File: config.mk
export PLATFORM = sky130hd
export DESIGN_NAME = bitmap_slot_allocator_core
export DESIGN_NICKNAME = d
export VERILOG_FILES = /design/src/rtl/core/bsa_pkg.sv /design/src/rtl/core/bsa_ctrl.sv /design/src/rtl/core/bsa_dp.sv /design/src/rtl/core/bitmap_slot_allocator_core.sv
export SDC_FILE = /design/constraint.sdc
export NUM_CORES = 2
export LEC_CHECK = 0
export BUFFER_PORTS_ARGS = -buffer_cell sky130_fd_sc_hd__buf_4
export CAP_MARGIN = 10
export CORE_MARGIN = 10
export CORE_UTILIZATION = 63
export DETAILED_ROUTE_END_ITERATION = 16
export PLACE_DENSITY = 0.8
export SLEW_MARGIN = 10
export SYNTH_ARGS = -nofsm -noshare
export SYNTH_HDL_FRONTEND = slang
export SYNTH_SLANG_ARGS = --single-unit
File: constraint.sdc
create_clock -name clk -period 6.3 [get_ports clk]
set_input_delay 0.315 -clock clk [delete_from_list [all_inputs] [get_ports clk]]
set_output_delay 0.315 -clock clk [all_outputs]
set_load 0.1 [all_outputs]
File: src/rtl/core/bsa_pkg.sv
package bsa_pkg;

  localparam int unsigned MAX_SLOTS_DEF = 1024;
  localparam int unsigned WORD_BITS     = 32;
  localparam int unsigned BIT_IDX_W     = 5;

  localparam int unsigned MODE_W    = 2;
  localparam int unsigned SLOT_W    = 10;
  localparam int unsigned ESIZE_W   = 13;
  localparam int unsigned OFFS_W    = 22;
  localparam int unsigned STAT_W    = 2;
  localparam int unsigned CNT_OUT_W = 11;

  localparam logic [ESIZE_W-1:0]   ESIZE_RST = ESIZE_W'(1);
  localparam logic [WORD_BITS-1:0] ALL_FREE  = '1;

  typedef enum logic [MODE_W-1:0] {
    MODE_ALLOC   = 2'd0,
    MODE_RELEASE = 2'd1,
    MODE_TRIM    = 2'd2,
    MODE_LOOKUP  = 2'd3
  } mode_t;

  typedef enum logic [STAT_W-1:0] {
    ST_OK     = 2'd0,
    ST_FULL   = 2'd1,
    ST_NOTRIM = 2'd2
  } status_t;

  typedef enum logic [1:0] {
    RD_PTR  = 2'd0,
    RD_SLOT = 2'd1,
    RD_TRIM = 2'd2
  } rd_sel_t;

  typedef struct packed {
    logic    start;
    logic    grow;
    logic    rd_en;
    rd_sel_t rd_sel;
    logic    ptr_inc;
    logic    alloc_commit;
    logic    rel_commit;
    logic    trim_drop;
    logic    trim_clamp;
    logic    set_full;
    logic    load_out;
  } dp_cmd_t;

  typedef struct packed {
    logic need_grow;
    logic at_max;
    logic ptr_end;
    logic word_nz;
    logic word_free;
    logic pw_zero;
    logic rel_ok;
    logic out_free;
  } dp_stat_t;

endpackage

File: src/rtl/core/bsa_ctrl.sv
module bsa_ctrl (
  input  logic              clk,
  input  logic              rst_n,
  input  logic              in_valid,
  input  bsa_pkg::mode_t    in_mode,
  output logic              in_ready,
  input  bsa_pkg::dp_stat_t stat,
  output bsa_pkg::dp_cmd_t  cmd
);

  typedef enum logic [9:0] {
    S_IDLE     = 10'b00_0000_0001,
    S_ALLOC_CK = 10'b00_0000_0010,
    S_SCAN_RD  = 10'b00_0000_0100,
    S_SCAN_CHK = 10'b00_0000_1000,
    S_REL_RD   = 10'b00_0001_0000,
    S_REL_WR   = 10'b00_0010_0000,
    S_TRIM_RD  = 10'b00_0100_0000,
    S_TRIM_CHK = 10'b00_1000_0000,
    S_TRIM_END = 10'b01_0000_0000,
    S_DONE     = 10'b10_0000_0000
  } state_t;

  state_t state_r;
  state_t state_nxt;

  assign in_ready = (state_r == S_IDLE);

  always_comb begin
    cmd       = '0;
    state_nxt = state_r;
    case (state_r)
      S_IDLE: begin
        if (in_valid) begin
          cmd.start = 1'b1;
          case (in_mode)
            bsa_pkg::MODE_ALLOC:   state_nxt = S_ALLOC_CK;
            bsa_pkg::MODE_RELEASE: state_nxt = S_REL_RD;
            bsa_pkg::MODE_TRIM:    state_nxt = S_TRIM_RD;
            bsa_pkg::MODE_LOOKUP:  state_nxt = S_DONE;
            default:               state_nxt = S_DONE;
          endcase
        end
      end
      S_ALLOC_CK: begin
        if (stat.need_grow && stat.at_max) begin
          cmd.set_full = 1'b1;
          state_nxt    = S_DONE;
        end else begin
          cmd.grow  = stat.need_grow;
          state_nxt = S_SCAN_RD;
        end
      end
      S_SCAN_RD: begin
        if (stat.ptr_end) begin
          cmd.set_full = 1'b1;
          state_nxt    = S_DONE;
        end else begin
          cmd.rd_en  = 1'b1;
          cmd.rd_sel = bsa_pkg::RD_PTR;
          state_nxt  = S_SCAN_CHK;
        end
      end
      S_SCAN_CHK: begin
        if (stat.word_nz) begin
          cmd.alloc_commit = 1'b1;
          state_nxt        = S_DONE;
        end else begin
          cmd.ptr_inc = 1'b1;
          state_nxt   = S_SCAN_RD;
        end
      end
      S_REL_RD: begin
        if (stat.rel_ok) begin
          cmd.rd_en  = 1'b1;
          cmd.rd_sel = bsa_pkg::RD_SLOT;
          state_nxt  = S_REL_WR;
        end else begin
          state_nxt = S_DONE;
        end
      end
      S_REL_WR: begin
        cmd.rel_commit = 1'b1;
        state_nxt      = S_DONE;
      end
      S_TRIM_RD: begin
        if (stat.pw_zero) begin
          state_nxt = S_TRIM_END;
        end else begin
          cmd.rd_en  = 1'b1;
          cmd.rd_sel = bsa_pkg::RD_TRIM;
          state_nxt  = S_TRIM_CHK;
        end
      end
      S_TRIM_CHK: begin
        if (stat.word_free) begin
          cmd.trim_drop = 1'b1;
          state_nxt     = S_TRIM_RD;
        end else begin
          state_nxt = S_TRIM_END;
        end
      end
      S_TRIM_END: begin
        cmd.trim_clamp = 1'b1;
        state_nxt      = S_DONE;
      end
      S_DONE: begin
        if (stat.out_free) begin
          cmd.load_out = 1'b1;
          state_nxt    = S_IDLE;
        end
      end
      default: state_nxt = S_IDLE;
    endcase
  end

  always_ff @(posedge clk) begin
    if (!rst_n) begin
      state_r <= S_IDLE;
    end else begin
      state_r <= state_nxt;
    end
  end

endmodule

File: src/rtl/core/bsa_dp.sv
module bsa_dp #(
  parameter int unsigned MAX_SLOTS = bsa_pkg::MAX_SLOTS_DEF
) (
  input  logic                            clk,
  input  logic                            rst_n,
  input  bsa_pkg::dp_cmd_t                cmd,
  output bsa_pkg::dp_stat_t               stat,
  input  logic [bsa_pkg::SLOT_W-1:0]      in_slot,
  input  logic                            cfg_wen,
  input  logic [bsa_pkg::ESIZE_W-1:0]     cfg_wdata,
  input  logic                            out_ready,
  output logic                            out_valid,
  output logic [bsa_pkg::SLOT_W-1:0]      out_granted,
  output logic [bsa_pkg::OFFS_W-1:0]      out_offset,
  output logic [bsa_pkg::STAT_W-1:0]      out_status,
  output logic [bsa_pkg::CNT_OUT_W-1:0]   out_active,
  output logic [bsa_pkg::CNT_OUT_W-1:0]   out_capacity
);

  localparam int unsigned MAP_WORDS = MAX_SLOTS / bsa_pkg::WORD_BITS;
  localparam int unsigned WW        = $clog2(MAP_WORDS + 1);
  localparam int unsigned AW        = (MAP_WORDS > 1) ? $clog2(MAP_WORDS) : 1;
  localparam int unsigned BW        = bsa_pkg::BIT_IDX_W;
  localparam int unsigned CW        = WW + BW;
  localparam int unsigned SW        = $clog2(MAX_SLOTS);
  localparam int unsigned GW        = (SW > bsa_pkg::SLOT_W) ? SW : bsa_pkg::SLOT_W;
  localparam int unsigned SWORD_W   = bsa_pkg::SLOT_W - BW;
  localparam int unsigned CMPW      = (WW > SWORD_W) ? WW : SWORD_W;
  localparam int unsigned PW        = GW + bsa_pkg::ESIZE_W;

  function automatic logic [BW-1:0] lowest_set(input logic [bsa_pkg::WORD_BITS-1:0] w);
    logic [BW-1:0] n;
    n = '0;
    for (int i = bsa_pkg::WORD_BITS - 1; i >= 0; i--) begin
      if (w[i]) n = BW'(i);
    end
    return n;
  endfunction

  logic [bsa_pkg::WORD_BITS-1:0] mem [MAP_WORDS];
  logic [bsa_pkg::WORD_BITS-1:0] rdata_r;

  logic [WW-1:0]                  pw_r;
  logic [CW-1:0]                  active_r;
  logic [WW-1:0]                  hint_r;
  logic [WW-1:0]                  ptr_r;
  logic [bsa_pkg::SLOT_W-1:0]     slot_r;
  logic [GW-1:0]                  granted_r;
  bsa_pkg::status_t               status_r;
  logic                           dropped_r;
  logic [bsa_pkg::ESIZE_W-1:0]    esize_r;

  logic                           out_valid_r;
  logic [bsa_pkg::SLOT_W-1:0]     out_granted_r;
  logic [bsa_pkg::OFFS_W-1:0]     out_offset_r;
  logic [bsa_pkg::STAT_W-1:0]     out_status_r;
  logic [bsa_pkg::CNT_OUT_W-1:0]  out_active_r;
  logic [bsa_pkg::CNT_OUT_W-1:0]  out_capacity_r;

  logic [SWORD_W-1:0]             slot_word;
  logic [BW-1:0]                  low_bit;
  logic [CW-1:0]                  cap_slots;
  logic [AW-1:0]                  mem_raddr;
  logic                           mem_we;
  logic [AW-1:0]                  mem_waddr;
  logic [bsa_pkg::WORD_BITS-1:0]  mem_wdata;
  logic [PW-1:0]                  prod;

  assign slot_word = slot_r[bsa_pkg::SLOT_W-1:BW];
  assign low_bit   = lowest_set(rdata_r);
  assign cap_slots = {pw_r, {BW{1'b0}}};
  assign prod      = PW'(granted_r) * PW'(esize_r);

  assign stat.need_grow = (active_r >= cap_slots);
  assign stat.at_max    = (pw_r == WW'(MAP_WORDS));
  assign stat.ptr_end   = (ptr_r >= pw_r);
  assign stat.word_nz   = (rdata_r != '0);
  assign stat.word_free = (rdata_r == bsa_pkg::ALL_FREE);
  assign stat.pw_zero   = (pw_r == '0);
  assign stat.rel_ok    = (CMPW'(slot_word) < CMPW'(pw_r));
  assign stat.out_free  = !out_valid_r || out_ready;

  always_comb begin
    case (cmd.rd_sel)
      bsa_pkg::RD_PTR:  mem_raddr = AW'(ptr_r);
      bsa_pkg::RD_SLOT: mem_raddr = AW'(slot_word);
      bsa_pkg::RD_TRIM: mem_raddr = AW'(pw_r - WW'(1));
      default:          mem_raddr = '0;
    endcase
  end

  // one write port: fresh word on growth, bit clear on grant, bit set on release
  always_comb begin
    mem_we    = cmd.grow || cmd.alloc_commit || cmd.rel_commit;
    mem_waddr = AW'(pw_r);
    mem_wdata = bsa_pkg::ALL_FREE;
    if (cmd.alloc_commit) begin
      mem_waddr = AW'(ptr_r);
      mem_wdata = rdata_r & ~(bsa_pkg::WORD_BITS'(1) << low_bit);
    end else if (cmd.rel_commit) begin
      mem_waddr = AW'(slot_word);
      mem_wdata = rdata_r | (bsa_pkg::WORD_BITS'(1) << slot_r[BW-1:0]);
    end
  end

  always_ff @(posedge clk) begin
    if (mem_we) begin
      mem[mem_waddr] <= mem_wdata;
    end
    if (cmd.rd_en) begin
      rdata_r <= mem[mem_raddr];
    end
  end

  always_ff @(posedge clk) begin
    if (cmd.start) begin
      slot_r    <= in_slot;
      granted_r <= GW'(in_slot);
      status_r  <= bsa_pkg::ST_OK;
      dropped_r <= 1'b0;
      ptr_r     <= hint_r;
    end else begin
      if (cmd.ptr_inc) begin
        ptr_r <= ptr_r + WW'(1);
      end
      if (cmd.alloc_commit) begin
        granted_r <= GW'({ptr_r, low_bit});
      end
      if (cmd.set_full) begin
        status_r <= bsa_pkg::ST_FULL;
      end
      if (cmd.trim_drop) begin
        dropped_r <= 1'b1;
      end
      if (cmd.trim_clamp) begin
        status_r <= dropped_r ? bsa_pkg::ST_OK : bsa_pkg::ST_NOTRIM;
      end
    end
  end

  always_ff @(posedge clk) begin
    if (!rst_n) begin
      pw_r     <= '0;
      active_r <= '0;
      hint_r   <= '0;
      esize_r  <= bsa_pkg::ESIZE_RST;
    end else begin
      if (cfg_wen) begin
        esize_r <= cfg_wdata;
      end
      if (cmd.grow) begin
        pw_r <= pw_r + WW'(1);
      end
      if (cmd.trim_drop) begin
        pw_r <= pw_r - WW'(1);
      end
      if (cmd.alloc_commit) begin
        active_r <= active_r + CW'(1);
        hint_r   <= ptr_r;
      end
      if (cmd.rel_commit) begin
        if (active_r != '0) begin
          active_r <= active_r - CW'(1);
        end
        if (CMPW'(slot_word) < CMPW'(hint_r)) begin
          hint_r <= WW'(slot_word);
        end
      end
      if (cmd.trim_clamp && (hint_r > pw_r)) begin
        hint_r <= pw_r;
      end
    end
  end

  always_ff @(posedge clk) begin
    if (!rst_n) begin
      out_valid_r <= 1'b0;
    end else if (cmd.load_out) begin
      out_valid_r <= 1'b1;
    end else if (out_ready) begin
      out_valid_r <= 1'b0;
    end
  end

  always_ff @(posedge clk) begin
    if (cmd.load_out) begin
      out_granted_r  <= granted_r[bsa_pkg::SLOT_W-1:0];
      out_offset_r   <= prod[bsa_pkg::OFFS_W-1:0];
      out_status_r   <= status_r;
      out_active_r   <= bsa_pkg::CNT_OUT_W'(active_r);
      out_capacity_r <= bsa_pkg::CNT_OUT_W'(cap_slots);
    end
  end

  assign out_valid    = out_valid_r;
  assign out_granted  = out_granted_r;
  assign out_offset   = out_offset_r;
  assign out_status   = out_status_r;
  assign out_active   = out_active_r;
  assign out_capacity = out_capacity_r;

endmodule

File: src/rtl/core/bitmap_slot_allocator_core.sv
// bitmap slot allocator: hands out slots from a free map of 32-slot words (1 = free),
// growing the provisioned capacity one all-free word at a time and trimming trailing
// free words on request; one item is worked at a time and each gives one result.
// steps per item: a lookup goes straight to its result; a release reads the word of
// the slot and writes it back with that bit set, unless the slot lies beyond capacity;
// an allocate reports full when it must grow but the map is at its limit, else grows
// by one word when every provisioned slot is active, then reads words from the hint
// word on until one holds a free bit, reporting full when none does (the scan goes
// through the single read port of the map memory, whose read data is registered); a
// trim reads the last provisioned word and drops it while it is all free. while the
// output register holds a result not yet taken, the item waits in its last state.
// the map memory needs no clearing after reset, since a word is rewritten all-free
// when the capacity grows over it.
module bitmap_slot_allocator_core #(
  parameter int unsigned MAX_SLOTS = bsa_pkg::MAX_SLOTS_DEF
) (
  input  logic        clk,
  input  logic        rst_n,
  // input items
  input  logic        in_tvalid,
  output logic        in_tready,
  input  logic [15:0] in_tdata,   // [9:0] slot, rest zero
  input  logic [1:0]  in_tuser,   // [1:0] mode
  // result items
  output logic        out_tvalid,
  input  logic        out_tready,
  // [9:0] granted_slot, [31:10] byte_offset, [33:32] status,
  // [44:34] active_slots, [55:45] capacity
  output logic [55:0] out_tdata,
  // element size register
  input  logic        cfg_wen,
  input  logic [12:0] cfg_wdata
);

  bsa_pkg::dp_cmd_t  cmd;
  bsa_pkg::dp_stat_t stat;

  logic [bsa_pkg::SLOT_W-1:0]    granted;
  logic [bsa_pkg::OFFS_W-1:0]    offset;
  logic [bsa_pkg::STAT_W-1:0]    status;
  logic [bsa_pkg::CNT_OUT_W-1:0] active;
  logic [bsa_pkg::CNT_OUT_W-1:0] capacity;

  // sequencer: decides the step of each operation from datapath status
  bsa_ctrl u_ctrl (
    .clk      (clk),
    .rst_n    (rst_n),
    .in_valid (in_tvalid),
    .in_mode  (bsa_pkg::mode_t'(in_tuser)),
    .in_ready (in_tready),
    .stat     (stat),
    .cmd      (cmd)
  );

  // map memory, counters, hint, scan pointer and the output register
  bsa_dp #(
    .MAX_SLOTS (MAX_SLOTS)
  ) u_dp (
    .clk          (clk),
    .rst_n        (rst_n),
    .cmd          (cmd),
    .stat         (stat),
    .in_slot      (in_tdata[bsa_pkg::SLOT_W-1:0]),
    .cfg_wen      (cfg_wen),
    .cfg_wdata    (cfg_wdata),
    .out_ready    (out_tready),
    .out_valid    (out_tvalid),
    .out_granted  (granted),
    .out_offset   (offset),
    .out_status   (status),
    .out_active   (active),
    .out_capacity (capacity)
  );

  assign out_tdata = {capacity, active, status, offset, granted};

  // a taken item keeps the port closed until its result is loaded
  a_busy_after_accept: assert property (@(posedge clk) disable iff (!rst_n)
    (in_tvalid && in_tready) |=> !in_tready)
    else $error("input taken twice in a row");

  // allocated slots always sit inside provisioned words
  a_active_le_cap: assert property (@(posedge clk) disable iff (!rst_n)
    out_tvalid |-> (out_tdata[44:34] <= out_tdata[55:45]))
    else $error("active count above capacity");

  a_status_code: assert property (@(posedge clk) disable iff (!rst_n)
    out_tvalid |-> (out_tdata[33:32] <= bsa_pkg::ST_NOTRIM))
    else $error("undefined status code");

endmodule

Yosys cells after proc, flatten, opt, wreduce, memory -nomap -nowiden
Memory sizes are Yosys's and may differ from the RTL's. A register that Yosys moved wholly into a read port is not among the register bits.
Cells that the tools add are included.
Widths: inputs -> output; s select.
{"block": "classes", "order_cmp": 5, "eq_ne": 19, "n_mul": 1, "add_sub_neg": 5, "shift": 2, "muxes": 87, "div_mod_pow": 0, "reduce_logical": 18, "bitwise_logic": 3}
{"op": "$mux 5", "n": 34}
{"op": "$pmux 10 s9", "n": 1}
{"op": "$mux 10", "n": 8}
{"op": "$mux 32", "n": 2}
{"op": "$shl 1x5->32 const A", "n": 2}
{"op": "$mux 6", "n": 8}
{"op": "$pmux 10 s4", "n": 1}
{"op": "$mux 11", "n": 3}
{"op": "$and 32x32->32", "n": 1}
{"op": "$eq 32x32->1 const B", "n": 1}
{"op": "$not 32->32", "n": 1}
{"op": "$or 32x32->32", "n": 1}
{"op": "$reduce_bool 32->1", "n": 1}
{"op": "$mul 10x13->22", "n": 1}
{"op": "$mux 1", "n": 18}
{"op": "$mux 9", "n": 2}
{"op": "$pmux 5 s3", "n": 1}
{"op": "$add 6x1->6 const B", "n": 2}
{"op": "$lt 5x6->1", "n": 2}
{"op": "$add 11x1->11 const B", "n": 1}
{"op": "$ge 11x11->1", "n": 1}
{"op": "$reduce_bool 11->1", "n": 1}
{"op": "$sub 11x1->11 const B", "n": 1}
{"op": "$eq 10x1->1 const B", "n": 1}
{"op": "other kinds (28)", "n": 45}
{"block": "word_totals", "latch_bits": 0, "rom_bits": 0, "reg_bits": 127, "word_cells": 157, "ramBits": 1024, "memories": 1, "input_bits": 36}
{"memory": "u_dp.mem", "words": 32, "word_bits": 32, "read_ports": 1, "rd_clocked_by_memory_dff": 1, "wr": 1, "line": "bsa_dp.sv:40", "text": "logic [bsa_pkg::WORD_BITS-1:0] mem [MAP_WORDS];"}

Logic depth before layout (Yosys ltp)
{"block": "logic_depth", "word_depth": 36, "mapped_depth": 21, "ltp_nobuf": 20}

Hierarchy
A second synthesis with hierarchy kept.
{"block": "hier_totals", "hier_cells": 3447, "hier_area_um2": 51543.2}
{"module": "bsa_dp", "instances": 1, "seq_area_each_um2": 34823.4, "cells_each": 3358, "area_per_inst_um2": 50858.8}
{"module": "bsa_ctrl", "instances": 1, "seq_area_each_um2": 200.2, "cells_each": 89, "area_per_inst_um2": 684.4}

Worst setup path after synthesis
Ideal clock, no wire load.
{"block": "synth_timing", "path_kind": "reg2reg", "start": "reg u_dp.granted_r[1]", "end": "reg u_dp.out_offset_r (netlist bit u_dp.out_offset[20]) (data pin)", "setup_time_ns": 0.265, "path_stages_with_launch": 20, "path_slack_ns": 0.911, "path_buffers": 1, "arrival_ns": 5.124, "period_less_slack_ns": 5.389, "cell_sequence": "edfxtp_1 > clkbuf_1 > nand2_1 > fa_1 > inv_1 > fa_1 > inv_1 > fa_1 > inv_1 > fa_1 > fa_1 > ha_1 > or3_1 > a2111oi_0 > nor3_1 > a41oi_1 > a21oi_1 > a21oi_1 > o21ai_0 > xor2_1"}
{"block": "synth_between", "elab_chain_cells": 1}
{"item": "start, declared", "line": "bsa_dp.sv:48", "text": "logic [GW-1:0] granted_r;"}
{"item": "start signal, assigned", "line": "bsa_dp.sv:118", "text": "granted_r <= GW'(in_slot);"}
{"item": "start signal, assigned", "line": "bsa_dp.sv:127", "text": "granted_r <= GW'({ptr_r, low_bit});"}
{"item": "$mul 10x13->22", "line": "bsa_dp.sv:72", "text": "assign prod = PW'(granted_r) * PW'(esize_r);"}
{"item": "net u_dp.prod[20]", "line": "bsa_dp.sv:67", "text": "logic [PW-1:0] prod;"}
{"item": "end signal, assigned", "line": "bsa_dp.sv:188", "text": "out_offset_r <= prod[bsa_pkg::OFFS_W-1:0];"}
{"item": "end, declared", "line": "bsa_dp.sv:55", "text": "logic [bsa_pkg::OFFS_W-1:0] out_offset_r;"}
The timed path passes the listed nets, and every way through them passes these cells.
A chain may end at the register's enable or synchronous reset.

Final worst setup path
{"block": "layout_timing", "start": "reg u_dp.granted_r[5]", "end": "reg u_dp.out_offset_r (netlist bit u_dp.out_offset[20]) (data pin)"}
The elaborated chain is that of the path after synthesis.

==> impl_metrics.yaml <==
timing:
  final.setup_skew_ps: 48.1
  min_period_over_period: 0.951
  slew_headroom: 0.139
  worst_pin_slew_ps: 1290
  drv_slew: 0
  max_freq_mhz: 167
  layout_setup_ws_ps: 309
  setup_tns_ps: 0
  rsz0062_at_grt: "no"
  hold_ws_ps: 27.4
  setup-violations-final: 0
  min_period_ps: 5990
  final_hold_viol_count: 0
hold_path:
  holdPathEnd: "u_dp.out_valid"
  hold_path_class: "input pin to register"
  hp-start: "out_tready"
  whs_path_depth: 3
critical_path:
  ff2ff_path_depth: 17
  crit_fanout: 14
  cpMostUsedCell: "fa_1"
  critPathRequiredTime_ps: 6740
  cp_cell_sequence: "and2_1 -> fa_1 -> inv_1 -> fa_1 -> fa_1 -> inv_1 -> fa_1 -> fa_1 -> ha_1 -> or3_1 -> a2111oi_0 -> nor3_1 -> a41oi_1 -> a21oi_1 -> a21oi_1 -> o21ai_0 -> xor2_1"
  r2r_setup_slack_ps: 310
  critPathTopFamily: "adder cells"
  r2r-end: "u_dp.out_offset[20]"
  setup.worst_path.class: "register to register"
  cp.arrival_ps: 6430
  crit_buf_inv: 2
  critPathLaunchType: "register"
  crit_path_end_kind: "register"
  crit_path_max_incr_delay_ps: 600
  reg2reg_from: "u_dp.granted_r[5]"
  slowest_stage: "edfxtp_1"
global_routing:
  grt_pass1_wl_mm: 206
  grt_overflow: 0
  grt_usage: 0.282
  busiest_layer: "met2"
  grt_util_met1: 0.387
  met2_usage: 0.454
  grt_pass1_vias: 34800
  use_met3: 0.0497
  grt_max_degree: 110
  antenna_found_initial: 0
route:
  drc_errors: 0
  vias: 35500
  drt-initial-drc-count: 4696
  via_per_inst: 6.45
  wl_per_cell_um: 24.7
  dr.pass1.iters: 8
  ant_nets: 0
  wl_mm: 136
placed_design:
  place_congestion: 0.917
  dp_slack_ps: 230
  post-dp-hpwl_mm: 82.8
  portBuffers: 82
  placed_area_um2: 55200
synth:
  ys.flop_type: "edfxtp_1"
  synth_cell_types: 85
  yosysWarningCount: 0
  ys_seq_elements: 1183
  synth_top_cell_by_area: "edfxtp_1"
  synth_cells: 4209
  synth_edf_count: 1133
  synthArstFlopShare: 0
  netlist.area_leader.share: 0.648
  syn_avg_cell_area_um2: 12.5
  synth_commonest_cells: "edfxtp_1 (1133), nand2_1 (860), nor2_1 (285)"
  yosysMostFrequentCell: "edfxtp_1"
  yosysSeqAreaShare: 0.667
  synthTopCellsByArea: "edfxtp_1 (65%), nand2_1 (6.1%), fa_1 (3.2%)"
  synth_area_um2: 52500
die:
  start_util: 0.637
  fp.dieArea_um2: 95300
  die_x_um: 309
  ios: 94
  fp.dieH_um: 309
  fp.coreArea_um2: 82400
  num_rows: 105
clock_tree:
  cts_sinks: 1183
  cts_tree: "done"
  h-tree-depth: 3
  cts_buffers: 115
  clockRootBuffer: "clkbuf_16"
  clock_latency_ps: 720
  clk_pin_slew_ps: 60
  max-clock-path-buffers: 3
power_and_ir_drop:
  ir_drop_v: 0.000272
  pwr_density_cell_nw_per_um2: 296
  p_leak_nw: 22.8
layout:
  layout-drive-gt1-share: 0.124
  syn_to_final_growth_pct: 12.7
  final_cell_area_um2: 59200
  nets: 4548
  fin_util: 0.718
job:
  maxCapViolCount: 0
outcome:
  status: "finished clean"
[cells by family (layout without fill, tap and decap cells)]
family / Yosys count / in the layout / synth area share
AO/OA/AOI/OAI: 585 / 585 / 0.0775
XOR/XNOR: 38 / 38 / 0.00634
adder cells (fa/ha/maj): 171 / 171 / 0.0529
buffers and inverters: 359 / 581 / 0.0281
flip-flops: 1183 / 1183 / 0.667
multiplexers: 28 / 28 / 0.00543
other: 1 / 6 / 0.0000714
AND/OR/NAND/NOR: 1844 / 1844 / 0.163
[how the worst max path moves through the flow]
stage | slack (ps) | cells past startpoint | end | from
2_1_floorplan | 910 | 19 | u_dp.out_offset[20] | u_dp.granted_r[1]
3_3_place_gp | 440 | 18 | u_dp.out_offset[20] | u_dp.granted_r[1]
3_5_place_dp | 230 | 18 | u_dp.out_offset[20] | u_dp.granted_r[1]
4_1_cts | 200 | 18 | u_dp.out_offset[20] | u_dp.granted_r[1]
5_1_grt | 40 | 19 | u_dp.out_offset[20] | u_dp.esize_r[4]
6_report | 310 | 17 | u_dp.out_offset[20] | u_dp.granted_r[5]
[layer usage]
metal	routed length, um	vias to the layer above
li1	-	15600
met1	52100	17500
met3	15000	322
met2	64700	2116
met4	4190	0
met5	0	-
[sequential cells by signal, indices dropped and copies added, names as in the netlist]
register	count
u_dp.pw_r	6
u_dp.slot_r	10
u_dp.out_status	2
u_dp.status_r	2
u_dp.out_active	11
u_dp.mem	1024
u_dp.esize_r	13
u_dp.dropped_r	1
u_dp.out_granted	10
u_dp.rdata_r	32
u_dp.granted_r	10
u_dp.hint_r	6
u_dp.ptr_r	6
u_dp.out_offset	22
u_ctrl.state_r	10
u_dp.out_valid	1
u_dp.active_r	11
u_dp.out_capacity	6
[cell usage in the layout (no fill, tap or decap), drive strengths merged, types with 36 or more instances in the layout]
cell type | synthesis | routed
and3 | 114 | 114
dfxtp | 50 | 50
fa | 85 | 85
nand2 | 860 | 860
edfxtp | 1133 | 1133
o21ai | 69 | 69
clkbuf | 150 | 143
a31oi | 68 | 68
nand3 | 279 | 279
clkinv | 1 | 53
nand4 | 47 | 47
and2 | 103 | 103
a211oi | 104 | 104
inv | 114 | 117
ha | 86 | 86
buf | 94 | 228
o22ai | 63 | 63
a21oi | 135 | 135
nor2 | 286 | 286
a2111oi | 36 | 36
[worst min-delay path: stages]
cell and delay [ps]:
buf_4 70, nand2b_1 140, a21boi_0 110
[cell type report]
class / instances / area [um^2]
Sequential cell: 1183 / 35000
Fill cell: 5165 / 23200
Multi-Input combinational cell: 2671 / 16500
Clock buffer: 143 / 2980
Timing Repair Buffer: 255 / 2180
Tap cell: 1070 / 1340
Clock inverter: 68 / 664
Inverter: 115 / 432
Antenna cell: 1 / 2.50
[through the flow]
step | cells | power [mW]
after global routing | 5505 | 18.0
final | 5506 | 17.5
after CTS | 5497 | 17.5
after floorplan | 4213 | 10.2
after global placement | 5259 | 10.9
after detailed placement | 5259 | 10.9
[what timing repair did]
| item | CTS | global route |
|---|---|---|
| resized for setup | 0 | 1 |
| setup endpoints to repair | 0 | 1 |
| setup buffers | 0 | 8 |
| hold buffers | 27 | 0 |
| endpoints found under the hold margin | 35 | 0 |
[where the power goes]
part / internal (mW) / total (mW) / switching, mW
registers: 8.58 / 8.64 / 0.0633
clock network: 3.73 / 6.68 / 2.94
logic: 0.758 / 2.19 / 1.43
No activity file was read; power rests on OpenSTA's default activity.
